===== src/tcd_pkg.sv =====
// ----------------------------------------------------------------------------
// tcd_pkg
// constants, charset codes and translation tables for the charset decoder
// ----------------------------------------------------------------------------
`default_nettype none

package tcd_pkg;

  localparam int unsigned CodeW = 21;
  localparam int unsigned SetW  = 6;
  localparam int unsigned CfgIdxW = 2;

  typedef logic [CodeW-1:0] code_t;
  typedef logic [SetW-1:0]  set_t;

  typedef enum logic [CfgIdxW-1:0] {
    RegLeftSet  = 2'd0,
    RegRightSet = 2'd1,
    RegSupPref  = 2'd2,
    RegNrcsMode = 2'd3
  } reg_idx_e;

  localparam set_t SetTurkishNrcs = 6'd19;
  localparam set_t SetAscii       = 6'd21;
  localparam set_t SetBritish     = 6'd22;
  localparam set_t SetDecGraph    = 6'd23;
  localparam set_t SetDecSup      = 6'd26;
  localparam set_t SetDecSupGraph = 6'd27;
  localparam set_t SetDecTech     = 6'd28;
  localparam set_t SetLatin1      = 6'd32;
  localparam set_t SetLatin5      = 6'd36;
  localparam int unsigned NatSets = 20;
  localparam logic [3:0] NoRow    = 4'hF;

  function automatic logic [15:0] graph_rom(input logic [4:0] a);
    logic [15:0] r;
    unique case (a)
      5'd0:  r = 16'h0020; 5'd1:  r = 16'h25C6; 5'd2:  r = 16'h2592; 5'd3:  r = 16'h2409;
      5'd4:  r = 16'h240C; 5'd5:  r = 16'h240D; 5'd6:  r = 16'h240A; 5'd7:  r = 16'h00B0;
      5'd8:  r = 16'h00B1; 5'd9:  r = 16'h2424; 5'd10: r = 16'h240B; 5'd11: r = 16'h2518;
      5'd12: r = 16'h2510; 5'd13: r = 16'h250C; 5'd14: r = 16'h2514; 5'd15: r = 16'h253C;
      5'd16: r = 16'h23BA; 5'd17: r = 16'h23BB; 5'd18: r = 16'h2500; 5'd19: r = 16'h23BC;
      5'd20: r = 16'h23BD; 5'd21: r = 16'h251C; 5'd22: r = 16'h2524; 5'd23: r = 16'h2534;
      5'd24: r = 16'h252C; 5'd25: r = 16'h2502; 5'd26: r = 16'h2264; 5'd27: r = 16'h2265;
      5'd28: r = 16'h03C0; 5'd29: r = 16'h2260; 5'd30: r = 16'h00A3; default: r = 16'h00B7;
    endcase
    return r;
  endfunction

  // indexed by the 7-bit code, valid for 0x21..0x7E
  function automatic logic [15:0] tech_rom(input logic [6:0] c);
    logic [15:0] r;
    unique case (c)
      7'h21: r = 16'h23B7; 7'h22: r = 16'h250C; 7'h23: r = 16'h2500; 7'h24: r = 16'h2320;
      7'h25: r = 16'h2321; 7'h26: r = 16'h2502; 7'h27: r = 16'h23A1; 7'h28: r = 16'h23A3;
      7'h29: r = 16'h23A4; 7'h2A: r = 16'h23A6; 7'h2B: r = 16'h239B; 7'h2C: r = 16'h239D;
      7'h2D: r = 16'h239E; 7'h2E: r = 16'h23A0; 7'h2F: r = 16'h23A8; 7'h30: r = 16'h23AC;
      7'h3C: r = 16'h2264; 7'h3D: r = 16'h2260; 7'h3E: r = 16'h2265; 7'h3F: r = 16'h222B;
      7'h40: r = 16'h2234; 7'h41: r = 16'h221D; 7'h42: r = 16'h221E; 7'h43: r = 16'h00F7;
      7'h44: r = 16'h0394; 7'h45: r = 16'h2207; 7'h46: r = 16'h03A6; 7'h47: r = 16'h0393;
      7'h48: r = 16'h223C; 7'h49: r = 16'h2243; 7'h4A: r = 16'h0398; 7'h4B: r = 16'h00D7;
      7'h4C: r = 16'h039B; 7'h4D: r = 16'h21D4; 7'h4E: r = 16'h21D2; 7'h4F: r = 16'h2261;
      7'h50: r = 16'h03A0; 7'h51: r = 16'h03A8; 7'h53: r = 16'h03A3;
      7'h56: r = 16'h221A; 7'h57: r = 16'h03A9; 7'h58: r = 16'h039E; 7'h59: r = 16'h03A5;
      7'h5A: r = 16'h2282; 7'h5B: r = 16'h2283; 7'h5C: r = 16'h2229; 7'h5D: r = 16'h222A;
      7'h5E: r = 16'h2227; 7'h5F: r = 16'h2228; 7'h60: r = 16'h00AC; 7'h61: r = 16'h03B1;
      7'h62: r = 16'h03B2; 7'h63: r = 16'h03C7; 7'h64: r = 16'h03B4; 7'h65: r = 16'h03B5;
      7'h66: r = 16'h03C6; 7'h67: r = 16'h03B3; 7'h68: r = 16'h03B7; 7'h69: r = 16'h03B9;
      7'h6A: r = 16'h03B8; 7'h6B: r = 16'h03BA; 7'h6C: r = 16'h03BB; 7'h6E: r = 16'h03BD;
      7'h6F: r = 16'h2202; 7'h70: r = 16'h03C0; 7'h71: r = 16'h03C8; 7'h72: r = 16'h03C1;
      7'h73: r = 16'h03C3; 7'h74: r = 16'h03C4; 7'h76: r = 16'h0192; 7'h77: r = 16'h03C9;
      7'h78: r = 16'h03BE; 7'h79: r = 16'h03C5; 7'h7A: r = 16'h03B6; 7'h7B: r = 16'h2190;
      7'h7C: r = 16'h2191; 7'h7D: r = 16'h2192; 7'h7E: r = 16'h2193;
      default: r = 16'hFFFE;
    endcase
    return r;
  endfunction

  function automatic logic [3:0] nat_row(input set_t s);
    logic [3:0] r;
    unique case (s)
      6'd0, 6'd1:         r = 4'd0;
      6'd2, 6'd3:         r = 4'd1;
      6'd4:               r = 4'd2;
      6'd5, 6'd15:        r = 4'd3;
      6'd6, 6'd7:         r = 4'd4;
      6'd8:               r = 4'd5;
      6'd9:               r = 4'd6;
      6'd10:              r = 4'd7;
      6'd11:              r = 4'd8;
      6'd12, 6'd13, 6'd14: r = 4'd9;
      6'd16:              r = 4'd10;
      6'd19:              r = 4'd11;
      default:            r = NoRow;
    endcase
    return r;
  endfunction

  // row x position (0..11) -> replacement code
  function automatic logic [8:0] nat_rom(input logic [3:0] row, input logic [3:0] p);
    logic [8:0] t [12];
    logic [8:0] r;
    unique case (row)
      4'd0:  t = '{9'h23,9'h40,9'hC4,9'hD6,9'hC5,9'hDC,9'h5F,9'hE9,9'hE4,9'hF6,9'hE5,9'hFC};
      4'd1:  t = '{9'h23,9'hC9,9'hC6,9'hD8,9'hC5,9'hDC,9'h5F,9'hE9,9'hE6,9'hF8,9'hE5,9'hFC};
      4'd2:  t = '{9'h23,9'hA7,9'hC4,9'hD6,9'hDC,9'h5E,9'h5F,9'h60,9'hE4,9'hF6,9'hFC,9'hDF};
      4'd3:  t = '{9'h23,9'hE0,9'hE2,9'hE7,9'hEA,9'hEE,9'h5F,9'hF4,9'hE9,9'hF9,9'hE8,9'hFB};
      4'd4:  t = '{9'hA3,9'hE0,9'hB0,9'hE7,9'hA7,9'h5E,9'h5F,9'h60,9'hE9,9'hF9,9'hE8,9'hA8};
      4'd5:  t = '{9'hA3,9'hA7,9'hB0,9'hE7,9'hE9,9'h5E,9'h5F,9'hF9,9'hE0,9'hF2,9'hE8,9'hEC};
      4'd6:  t = '{9'hA3,9'hA7,9'hA1,9'hD1,9'hBF,9'h5E,9'h5F,9'h60,9'hB0,9'hF1,9'hE7,9'h7E};
      4'd7:  t = '{9'hA3,9'hBE,9'h133,9'hBD,9'h7C,9'h5E,9'h5F,9'h60,9'hA8,9'h66,9'hBC,9'hB4};
      4'd8:  t = '{9'hF9,9'hE0,9'hE9,9'hE7,9'hEA,9'hEE,9'hE8,9'hF4,9'hE4,9'hF6,9'hFC,9'hFB};
      4'd9:  t = '{9'h23,9'hC4,9'hC6,9'hD8,9'hC5,9'hDC,9'h5F,9'hE4,9'hE6,9'hF8,9'hE5,9'hFC};
      4'd10: t = '{9'h23,9'h40,9'hC3,9'hC7,9'hD5,9'h5E,9'h5F,9'h60,9'hE3,9'hE7,9'hF5,9'h7E};
      default:
        t = '{9'h23,9'h130,9'h15E,9'hD6,9'hC7,9'hDC,9'h5F,9'h11E,9'h15F,9'hF6,9'hE7,9'hFC};
    endcase
    if (p < 4'd12) begin
      r = t[p];
    end else begin
      r = '0;
    end
    return r;
  endfunction

endpackage

`default_nettype wire


===== src/terminal_charset_decode.sv =====
// ----------------------------------------------------------------------------
// terminal_charset_decode
// translates received code points to unicode through dec style charsets
// ----------------------------------------------------------------------------
//  channel   direction  signals
//  command   in         start_i, busy_o, code_in_i
//  result    out        done_o, code_out_o
//  config    in         cfg_we_i, cfg_idx_i, cfg_wdata_i
//
//  one code point per cycle, result in the cycle after the transfer
//  the result is held in the single output register after the table lookup
//  busy_o stays low; the receiver cannot stall
//  reset restores the default charsets and clears done_o
// ----------------------------------------------------------------------------
`default_nettype none

module terminal_charset_decode (
  input  wire logic                         clk_i,
  input  wire logic                         rst_ni,
  input  wire logic                         start_i,
  output logic                              busy_o,
  input  wire logic [tcd_pkg::CodeW-1:0]    code_in_i,
  output logic                              done_o,
  output logic [tcd_pkg::CodeW-1:0]         code_out_o,
  input  wire logic                         cfg_we_i,
  input  wire logic [tcd_pkg::CfgIdxW-1:0]  cfg_idx_i,
  input  wire logic [tcd_pkg::SetW-1:0]     cfg_wdata_i
);

  tcd_pkg::set_t left_q, right_q, sup_q;
  logic          nrcs_q;
  logic          done_q;
  tcd_pkg::code_t out_q, out_d;

  always_ff @(posedge clk_i or negedge rst_ni) begin
    if (!rst_ni) begin
      left_q <= tcd_pkg::SetAscii;
      right_q <= tcd_pkg::SetLatin1;
      sup_q <= tcd_pkg::SetDecSup;
      nrcs_q <= 1'b0;
      done_q <= 1'b0;
    end else begin
      done_q <= start_i;
      if (cfg_we_i) begin
        unique case (tcd_pkg::reg_idx_e'(cfg_idx_i))
          tcd_pkg::RegLeftSet:  left_q <= cfg_wdata_i;
          tcd_pkg::RegRightSet: right_q <= cfg_wdata_i;
          tcd_pkg::RegSupPref:  sup_q <= cfg_wdata_i;
          tcd_pkg::RegNrcsMode: nrcs_q <= cfg_wdata_i[0];
          default: ;
        endcase
      end
    end
  end

  always_ff @(posedge clk_i) begin
    if (start_i) begin
      out_q <= out_d;
    end
  end

  tcd_pkg::set_t  set;
  logic [7:0]     c8, hi8;
  logic [6:0]     lo;
  logic [3:0]     row, pos;
  logic           hit;

  always_comb begin
    c8  = code_in_i[7:0];
    lo  = c8[6:0];
    hi8 = {1'b1, lo};
    set = c8[7] ? right_q : left_q;
    if (set == tcd_pkg::SetDecSup) set = sup_q;
    row = (set < 6'(tcd_pkg::NatSets)) ? tcd_pkg::nat_row(set) : tcd_pkg::NoRow;
    hit = 1'b1;
    pos = 4'd0;
    priority if (lo == 7'h23) begin
      pos = 4'd0;
    end else if (lo == 7'h40) begin
      pos = 4'd1;
    end else if (lo >= 7'h5B && lo <= 7'h60) begin
      pos = 4'(lo - 7'h59);
    end else if (lo >= 7'h7B && lo <= 7'h7E) begin
      pos = 4'(lo - 7'h73);
    end else begin
      hit = 1'b0;
    end
    out_d = tcd_pkg::CodeW'(c8);
    priority if (code_in_i > 21'hFF) begin
      out_d = code_in_i;
    end else if (c8 == 8'h7F) begin
      out_d = 21'h20;
    end else if (set == tcd_pkg::SetDecSup || set == tcd_pkg::SetDecSupGraph) begin
      unique case (hi8)
        8'hA8:   out_d = 21'hA4;
        8'hD7:   out_d = 21'h152;
        8'hDD:   out_d = 21'h178;
        8'hF7:   out_d = 21'h153;
        8'hFD:   out_d = 21'hFF;
        default: out_d = 21'(hi8);
      endcase
    end else if (set == tcd_pkg::SetDecGraph) begin
      out_d = (lo >= 7'h5F && lo <= 7'h7E) ?
              21'(tcd_pkg::graph_rom(5'(lo - 7'h5F))) : 21'(lo);
    end else if (set == tcd_pkg::SetLatin1 || set == tcd_pkg::SetBritish) begin
      if (nrcs_q) begin
        out_d = (lo == 7'h23) ? 21'hA3 : 21'(lo);
      end else begin
        out_d = 21'(hi8);
      end
    end else if (set == tcd_pkg::SetLatin5) begin
      unique case (hi8)
        8'hD0:   out_d = 21'h11E;
        8'hDD:   out_d = 21'h130;
        8'hDE:   out_d = 21'h15E;
        8'hF0:   out_d = 21'h11F;
        8'hFD:   out_d = 21'h131;
        8'hFE:   out_d = 21'h15F;
        default: out_d = 21'(hi8);
      endcase
    end else if (set == tcd_pkg::SetDecTech) begin
      out_d = (lo > 7'h20 && lo < 7'h7F) ? 21'(tcd_pkg::tech_rom(lo)) : 21'(lo);
    end else if (set == tcd_pkg::SetTurkishNrcs && lo == 7'h26) begin
      out_d = 21'h11F;
    end else if (row != tcd_pkg::NoRow) begin
      out_d = hit ? 21'(tcd_pkg::nat_rom(row, pos)) : 21'(lo);
    end
  end

  assign busy_o = 1'b0;
  assign done_o = done_q;
  assign code_out_o = out_q;

endmodule

`default_nettype wire


===== config.mk =====
export PLATFORM = sky130hd
export DESIGN_NAME = terminal_charset_decode
export DESIGN_NICKNAME = d
export VERILOG_FILES = /design/src/tcd_pkg.sv /design/src/terminal_charset_decode.sv
export SDC_FILE = /design/constraint.sdc
export NUM_CORES = 1
export LEC_CHECK = 0
export BUFFER_PORTS_ARGS = -buffer_cell sky130_fd_sc_hd__buf_2
export CAP_MARGIN = 5
export CORE_ASPECT_RATIO = 0.7
export CORE_MARGIN = 2
export CORE_UTILIZATION = 50
export CTS_CLUSTER_DIAMETER = 30
export DETAILED_ROUTE_END_ITERATION = 10
export PLACE_DENSITY = 0.71
export SYNTH_ARGS = -nofsm -noshare
export SYNTH_HDL_FRONTEND = slang
export SYNTH_MEMORY_MAX_BITS = 65536
export SYNTH_SLANG_ARGS = --single-unit

===== constraint.sdc =====
create_clock -name clk_i -period 4.4 [get_ports clk_i]
set_input_delay 0.88 -clock clk_i [delete_from_list [all_inputs] [get_ports clk_i]]
set_output_delay 0.88 -clock clk_i [all_outputs]
set_load 0.02 [all_outputs]

# --- After elaboration in Yosys (flattened, before gate mapping) ---
# Memory sizes are Yosys's and may differ from the RTL's.
# Index checks and enable logic that the tools add are counted.
word_totals:
  reg_bits: 41
  romBits: 3936
  input_bits: 33
  elab_cells: 104
  mem_count: 4
op_classes:
  addsub: 3
  magnitude_cmp: 11
  n_eq_ne: 26
  muxes: 41
  n_bitwise: 1
  n_reduce_logical: 12
memory_table:
  columns: ["memory", "words", "width", "rd", "rd_ports_with_merged_regs", "wr", "line", "rtl"]
  rows:
  - ["(no name shown)", 128, 16, 1, 0, 0, "tcd_pkg.sv:53", "unique case (c)"]
  - ["(no name shown)", 16, 86, 1, 0, 0, "tcd_pkg.sv:103", "unique case (row)"]
  - ["(no name shown)", 32, 12, 1, 0, 0, "tcd_pkg.sv:37", "unique case (a)"]
  - ["(no name shown)", 32, 4, 1, 0, 0, "tcd_pkg.sv:81", "unique case (s)"]
op_table:
  columns: ["cell", "count"]
  rows:
  - ["$mux W108", 9]
  - ["$mux W21", 6]
  - ["$eq A7 B7 Y1 const B", 9]
  - ["$mux W9", 6]
  - ["$pmux W9 S6", 1]
  - ["$mux W16", 3]
  - ["$pmux W9 S5", 1]
  - ["$eq A6 B5 Y1 const B", 7]
  - ["$bmux W9 S4", 1]
  - ["$mux W4", 6]
  - ["$eq A7 B6 Y1 const B", 3]
  - ["$ge A7 B7 Y1 const B", 3]
  - ["$gt A21 B8 Y1 const B", 1]
  - ["$mux W8", 2]
  - ["$le A7 B7 Y1 const B", 2]
  - ["$eq A6 B6 Y1 const B", 2]
  - ["$mux W6", 2]
  - ["$eq A8 B7 Y1 const B", 1]
  - ["$reduce_and A2 Y1", 4]
  - ["$gt A7 B6 Y1 const B", 1]
  - ["$lt A7 B7 Y1 const B", 1]
  - ["$lt A6 B5 Y1 const B", 1]
  - ["$ge A5 B5 Y1 const B", 1]
  - ["$logic_and A1 B1 Y1", 5]
  - ["other kinds (11)", 16]

# --- Depth between registers and ports, before layout ---
# Gate-level depths: netlist of run 1.
# An unclocked memory read counts as a cell.
logic_depth:
  depth_word: 30
  ltp_mapped: 19
  ltp_nobuf: 18

# --- Least setup slack after synthesis of run 1 ---
# Ideal clock, no wire load.
synth_path:
  kind: "in2reg"
  startpoint: "input port code_in_i[7] (netlist name)"
  endpoint: "register out_q[6] (netlist: code_out_o[6]) (data pin)"
  arrival_time_ps: 4404
  t_required_ps: 4138
  path_slack_ps: -266
  stages: 19
  n_path_buf: 2
  path_cell_list: "buf_6 > nand2b_4 > or4b_4 > a211oi_1 > nor2_1 > inv_2 > ha_1 > a21boi_0 > o32ai_1 > a32o_1 > inv_1 > ha_1 > clkbuf_1 > nor2_1 > a211oi_1 > o21ai_0 > a211o_1 > o2111ai_1 > o21ai_0"
synth_via:
  elab_chain_cells: 30
  elab_cells_between_ends: 45
  classes_between: "order compare (2); eq/ne (11); mux (27); reduce/logical (3); memory (2)"
synth_rtl:
  columns: ["element", "line", "rtl"]
  rows:
  - ["start, declared", "terminal_charset_decode.sv:22", "input wire logic [tcd_pkg::CodeW-1:0] code_in_i,"]
  - ["$mux W6", "terminal_charset_decode.sv:72", "set = c8[7] ? right_q : left_q;"]
  - ["$eq A6 B5 Y1", "terminal_charset_decode.sv:73", "if (set == tcd_pkg::SetDecSup) set = sup_q;"]
  - ["$mux W6", "terminal_charset_decode.sv:73", null]
  - ["$mem_v2 Z32 W4", null, null]
  - ["$mux W4", "tcd_pkg.sv:81", null]
  - ["$mux W4", "terminal_charset_decode.sv:74", "row = (set < 6'(tcd_pkg::NatSets)) ? tcd_pkg::nat_row(set) : tcd_pkg::NoRow;"]
  - ["$mem_v2 Z16 W86", null, null]
  - ["$mux W108", "terminal_charset_decode.sv:125", "end else if (row != tcd_pkg::NoRow) begin"]
  - ["(+15 left out)", null, null]
  - ["$mux W16", "terminal_charset_decode.sv:121", "end else if (set == tcd_pkg::SetDecTech) begin"]
  - ["$mux W21", "terminal_charset_decode.sv:111", "end else if (set == tcd_pkg::SetLatin5) begin"]
  - ["$mux W21", "terminal_charset_decode.sv:105", "end else if (set == tcd_pkg::SetLatin1 || set == tcd_pkg::SetBritish) begin"]
  - ["$mux W21", "terminal_charset_decode.sv:102", "end else if (set == tcd_pkg::SetDecGraph) begin"]
  - ["$mux W21", "terminal_charset_decode.sv:93", "end else if (set == tcd_pkg::SetDecSup || set == tcd_pkg::SetDecSupGraph) begin"]
  - ["$mux W21", "terminal_charset_decode.sv:91", "end else if (c8 == 8'h7F) begin"]
  - ["$mux W21 (*)", "terminal_charset_decode.sv:89", "priority if (code_in_i > 21'hFF) begin"]
  - ["named net out_d[6]", "terminal_charset_decode.sv:33", "tcd_pkg::code_t out_q, out_d;"]
  - ["end signal, assigned", "terminal_charset_decode.sv:58", "out_q <= out_d;"]
  - ["end, declared", "terminal_charset_decode.sv:33", null]
# Mark *: on every way through the listed nets, which the timed path passes. The rest lies on a longest branch. The select of a mux whose other input is x is not followed.
# A chain may end at the register's enable or synchronous reset.

# --- Worst setup path in the final report of run 1 ---
layout_path:
  startpoint: "input port code_in_i[7] (netlist name)"
  endpoint: "register out_q[0] (netlist: code_out_o[0]) (data pin)"
# The elaborated chain is that of the path after synthesis.

==> results of run 1 <==
==> metal layers <==
layer  vias to the layer above  part of all wire
met5                         -            0.0011
met4                         2             0.031
met3                       145              0.18
met2                       884              0.38
met1                      4176              0.41
li1                       4092                 -
==> critical path: stages <==
cell and delay [ns]:
buf_2 0.12, nand2b_4 0.15, or4b_4 0.53, buf_4 0.17
a21oi_1 0.28, a211oi_1 0.18, o32ai_1 0.36, a32o_2 0.21
buf_4 0.18, ha_2 0.23, buf_4 0.14, a21oi_1 0.05
a211oi_1 0.22, o31ai_1 0.10, a211o_1 0.25, a41oi_1 0.23
o211ai_1 0.11
==> flip-flops by register name (all words and copies together) (netlist names) <==
register    cells
done_o          1
right_q         6
left_q          6
nrcs_q          1
code_out_o     21
sup_q           6
==> power by group through the flow <==
stage,clock (mW),sequential (mW),combinational [mW]
global placement,0,0.515,1.59
global route,0.386,0.518,1.80
CTS,0.373,0.509,1.60
finish,0.374,0.513,1.70
floorplan,0,0.524,0.889
detailed placement,0,0.517,1.59
==> cell families (layout without fill, tap and decap cells) <==
kind of cell / count (synthesis) / count (layout) / synth area share
AO/OA/AOI/OAI: 416 / 416 / 0.410
XOR/XNOR: 7 / 7 / 0.00891
adder cells (fa/ha/maj): 29 / 29 / 0.0527
buffers and inverters: 110 / 259 / 0.0653
flip-flops: 41 / 41 / 0.166
multiplexers: 43 / 43 / 0.0680
other: 1 / 1 / 0.000545
AND/OR/NAND/NOR: 340 / 340 / 0.229
==> final timing paths <==
path | end | depth (start not counted) | slack [ns] | from
min in group asynchronous | left_q[3] | 1 | 0.53 | rst_ni
max in group asynchronous | sup_q[4] | 1 | 3.53 | rst_ni
max reg2reg | code_out_o[0] | 16 | 0.24 | left_q[4]
max | code_out_o[0] | 17 | 0.01 | code_in_i[7]
min | left_q[1] | 1 | 0.51 | left_q[1]
min reg2reg | left_q[1] | 1 | 0.51 | left_q[1]
==> timing repair <==
item | CTS | global route
resized for setup | 0 | 11
setup endpoints to repair | 0 | 8
hold buffers | 0 | 0
endpoints found under the hold margin | 0 | 0
buffers inserted | 0 | 5
==> final cells by class <==
| cell class | instances | area [µm²] |
|---|---|---|
| Clock buffer | 6 | 129 |
| Clock inverter | 2 | 15.0 |
| Fill cell | 1191 | 4690 |
| Inverter | 24 | 92.6 |
| Multi-Input combinational cell | 836 | 5390 |
| Sequential cell | 41 | 1140 |
| Tap cell | 185 | 231 |
| Timing Repair Buffer | 227 | 1630 |
==> metrics by stage <==
stage	power (mW)	util
3_3_place_gp	2.11	0.631
4_1_cts	2.48	0.642
6_report	2.59	0.648
2_1_floorplan	1.41	-
5_1_grt	2.70	0.648
3_5_place_dp	2.11	0.631
==> placed cells by master (no fill, tap or decap), drive strengths merged, types with 8 or more instances in the layout <==
| cell type | netlist | layout |
|---|---|---|
| nand3 | 48 | 48 |
| nand2 | 118 | 118 |
| a31oi | 36 | 36 |
| a221oi | 13 | 13 |
| mux2i | 16 | 16 |
| dfrtp | 13 | 13 |
| nand4 | 8 | 8 |
| o221ai | 14 | 14 |
| edfxtp | 21 | 21 |
| a21oi | 95 | 95 |
| ha | 29 | 29 |
| nor3 | 21 | 21 |
| nor4 | 8 | 8 |
| inv | 20 | 20 |
| a211o | 8 | 8 |
| o22ai | 10 | 10 |
| a211oi | 28 | 28 |
| nand2b | 15 | 15 |
| nor2 | 90 | 90 |
| o211ai | 21 | 21 |
| mux2 | 27 | 27 |
| buf | 19 | 227 |
| o21ai | 94 | 94 |
==> results.cfg, run 1 <==
[route]
wirelength_um = 31900
first_iter_violations = 1801
vias = 9299
antenna_left = 0
first_pass_iters = 7
drc_errors = 0
vias_per_cell = 7.04
post_drt_wl_per_cell_um = 24.1

[synth]
synth_nets = 1049
synth.top_cells.by_area = edfxtp_1, a21oi_1, o21ai_0
synth_commonest_cells = nand2_1, a21oi_1, o21ai_0
synth_most_common_cell = nand2_1
synth_top_area_frac = 0.0916
async_flop_share = 0.488
yosysTopAreaCell = edfxtp_1
synth_edf_count = 21
yosys_warnings = 0
synth_seq_cells = 41
ys.flop_type = edfxtp_1
syn_inst = 987
syn_area_um2 = 6880
ys_types = 83
syn_avg_cell_area_um2 = 6.97
ys_seq_area_frac = 0.166

[power_and_ir_drop]
pwr_density_cell_nw_per_um2 = 301
sw_frac_of_total = 0.472
comb_power_share = 0.658
p_int_mw = 1.37
ir_worst_vdd_uv = 245
power_frac_seq = 0.198
p_switching_mw = 1.22
clkPwrFrac = 0.144
total_leakage_power_nw = 3.48

[clock_network]
cts_htree_levels = 2
cts_tree = yes
cts_sinks = 41
clkTransAtPathRegs_ns = 0.06
cts_root_buf = clkbuf_16
clock_latency_ns = 0.29
clock_path_buffers = 2
cts_buffers = 5

[critical_path]
start_kind = input port
cp-end-kind = flip-flop
crit_arrival_ns = 4.41
worstSetupPathType = in -> reg
worstPathRequired_ns = 4.42
cp_max_fo = 8

[floorplanning]
die_h_um = 102
die_area_um2 = 14700
boundaryPins = 56
die_w_um = 144
initial_core_util = 0.517
placementRows = 35
core-area_um2 = 13300

[grt]
grt_pass1_wl_um = 48600
grt_max_degree = 55
grt_util_met1 = 0.624
grt_pass1_vias = 8323
gr-max-usage-layer = met1
globalRouteOverflowTotal = 0
grt_usage = 0.430
antenna_found_initial = 1
grt.met2_usage = 0.598
grtUsageMet3 = 0.186

[timing]
rsz0062_at_grt = true
period_share = 0.998
period_needed_ns = 4.39
relSlewSlack = 0.349
fmax_mhz = 228
hold_viol = 0
final-setup-viol-count = 0
tightest_slew_ns = 0.974
final-max-slew-violation-count = 0
fin_skew_ns = 0.00320
finalSetupTns_ns = 0
timing.hold.ws_ns = 0.515
worst_slack_ns = 0.0100

[outcome]
outcome = complete, no violations

[place]
place.gp.congestion = 1.06
dp_hpwl_um = 24600
post-place-ws_ns = -0.235
dpl-instance-area_um2 = 8410
io_buffers = 54
dp_cells = 1308

[job]
cap_violations = 0

[hold_path]
hold_path.class = reg -> reg

[finish]
synthToLayoutAreaGrowth_pct = 25.3
instances_no_fill = 1321
finalNetCount = 1197
stdcell_area_um2 = 8620
n_antenna_cell = 0
drive_above_1_share = 0.275
Note: power is estimated with default switching activity, not from simulation.
==> inputs of run 2 (changes only) <==
--- a/config.mk
+++ b/config.mk
@@ -12,7 +12,8 @@
 export CORE_UTILIZATION = 50
 export CTS_CLUSTER_DIAMETER = 30
 export DETAILED_ROUTE_END_ITERATION = 10
-export PLACE_DENSITY = 0.71
+export GPL_TIMING_DRIVEN = 0
+export PLACE_DENSITY = 0.68
 export SYNTH_ARGS = -nofsm -noshare
 export SYNTH_HDL_FRONTEND = slang
 export SYNTH_MEMORY_MAX_BITS = 65536
==> constraint.sdc (replaced) <==
create_clock -name clk_i -period 5.6 [get_ports clk_i]
set_input_delay 1.12 -clock clk_i [delete_from_list [all_inputs] [get_ports clk_i]]
set_output_delay 1.12 -clock clk_i [all_outputs]
set_load 0.02 [all_outputs]
==> results.cfg, run 2 (synthesis results as in run 1) <==
[floorplanning]
boundaryPins = 56
core-area_um2 = 13300
initial_core_util = 0.517
die_w_um = 144
placementRows = 35
die_h_um = 102
die_area_um2 = 14700

[route]
antenna_left = 0
wirelength_um = 32800
first_pass_iters = 11
vias = 9222
vias_per_cell = 7.46
drc_errors = 1
post_drt_wl_per_cell_um = 26.5
first_iter_violations = 1685

[critical_path]
cp_max_fo = 12
crit_arrival_ns = 5.62
r2r-end = code_out_o[0]
reg2reg_setup_slack_ns = 0.69
reg2reg_depth = 13
worstPathRequired_ns = 5.61
cp-end-kind = flip-flop
r2r-start = left_q[4]
start_kind = input port
worstSetupPathType = in -> reg

[grt]
grt_pass1_wl_um = 49000
grt_pass1_vias = 8228
grt_usage = 0.439
antenna_found_initial = 0
globalRouteOverflowTotal = 0
grt_max_degree = 23

[finish]
instances_no_fill = 1236
drive_above_1_share = 0.146
stdcell_area_um2 = 7600
multi_input_area_um2 = 5330
finalNetCount = 1112
nFillCells = 1321
layout_commonest_cell = nand2_1
regArea_um2 = 1140
synthToLayoutAreaGrowth_pct = 10.5
n_antenna_cell = 0
largest_reg_flops = 21
final_cell_mix = nand2_1, a21oi_1, o21ai_0

[timing]
fin_skew_ns = 0.0104
worst_slack_ns = -0.00810
period_needed_ns = 5.61
relSlewSlack = 0.254
final-setup-viol-count = 1
tightest_slew_ns = 1.11
rsz0062_at_grt = false
fmax_mhz = 178
final-max-slew-violation-count = 0
hold_viol = 0
period_share = 1.00

[power_and_ir_drop]
total_leakage_power_nw = 2.79
ir_worst_vdd_uv = 176
pwr_density_cell_nw_per_um2 = 233

[outcome]
outcome = complete, but fails checks
failed_checks = DRC, setup timing

[clock_network]
clkTransAtPathRegs_ns = 0.06
cts_tree = yes
cts_buffers = 5
cts_root_buf = clkbuf_16
cts_htree_levels = 2
cts_sinks = 41
clock_path_buffers = 2
clock_latency_ns = 0.29

[place]
dpl-instance-area_um2 = 7380
dp_hpwl_um = 24900
io_buffers = 51
dp_cells = 1224
place.gp.congestion = 1.11

[job]
cap_violations = 0

[hold_path]
holdPathEnd = right_q[1]
min_from = right_q[1]
hold_path_depth = 1
hold_path.class = reg -> reg
[run 2: where the power goes]
part	switching, mW	internal (mW)	total (mW)	leakage (nW)
Combinational	0.756	0.336	1.09	2.30
Clock	0.117	0.165	0.283	0.0631
Sequential	0.0313	0.367	0.398	0.433
Total	0.905	0.868	1.77	2.79
[run 2: layout make-up]
class,instances,share of cell area
Timing Repair Buffer,57,0.0395
Sequential cell,41,0.150
Clock buffer,6,0.0169
Tap cell,185,0.0304
Inverter,24,0.0123
Clock inverter,2,0.00197
Multi-Input combinational cell,836,0.701
Buffer,85,0.0477
[run 2: stage by stage]
stage	TNS [ns]	power, mW	worst slack, ns	utilization	hold slack [ns]
2_1_floorplan	0	1.08	0.694	-	0.479
3_3_place_gp	-5.03	1.40	-0.849	0.554	0.490
3_5_place_dp	-2.04	1.39	-0.440	0.555	0.494
4_1_cts	0	1.68	0.00169	0.566	0.507
5_1_grt	0	1.84	0.0162	0.571	0.513
6_report	-0.00810	1.77	-0.00810	0.571	0.507
[run 2: timing repair]
action,CTS,global route
hold buffers,0,0
setup buffers,0,5
endpoints found under the hold margin,0,0
gates resized for setup,5,14
endpoints found under the setup margin,3,9
pin swaps,0,1
[run 2: worst max-delay path by stage]
stage | startpoint | end | slack (ns)
global route | code_in_i[7] | code_out_o[1] | 0.02
floorplan | code_in_i[7] | code_out_o[6] | 0.69
finish | code_in_i[0] | code_out_o[2] | -0.008
detailed placement | code_in_i[0] | code_out_o[0] | -0.44
global placement | code_in_i[0] | code_out_o[3] | -0.85
CTS | code_in_i[7] | code_out_o[1] | 0.002
[run 2: worst max-delay path: stages]
cell and delay [ns]:
buf_2 0.29, ha_1 0.60, clkbuf_1 0.66, inv_1 0.39, ha_1 0.59, inv_1 0.21, a21oi_1 0.16, nor2_1 0.06
a211oi_1 0.22, o21ai_0 0.23, a221oi_1 0.53, o31ai_1 0.14, o221ai_1 0.29, a31oi_1 0.11
[run 2: per-layer routing]
layer / up-vias / wire, µm / GRT usage
met5: - / 62 / 0.0395
li1: 3920 / - / -
met1: 4225 / 13300 / 0.634
met3: 142 / 6450 / 0.214
met2: 933 / 12000 / 0.584
met4: 2 / 917 / 0.0881
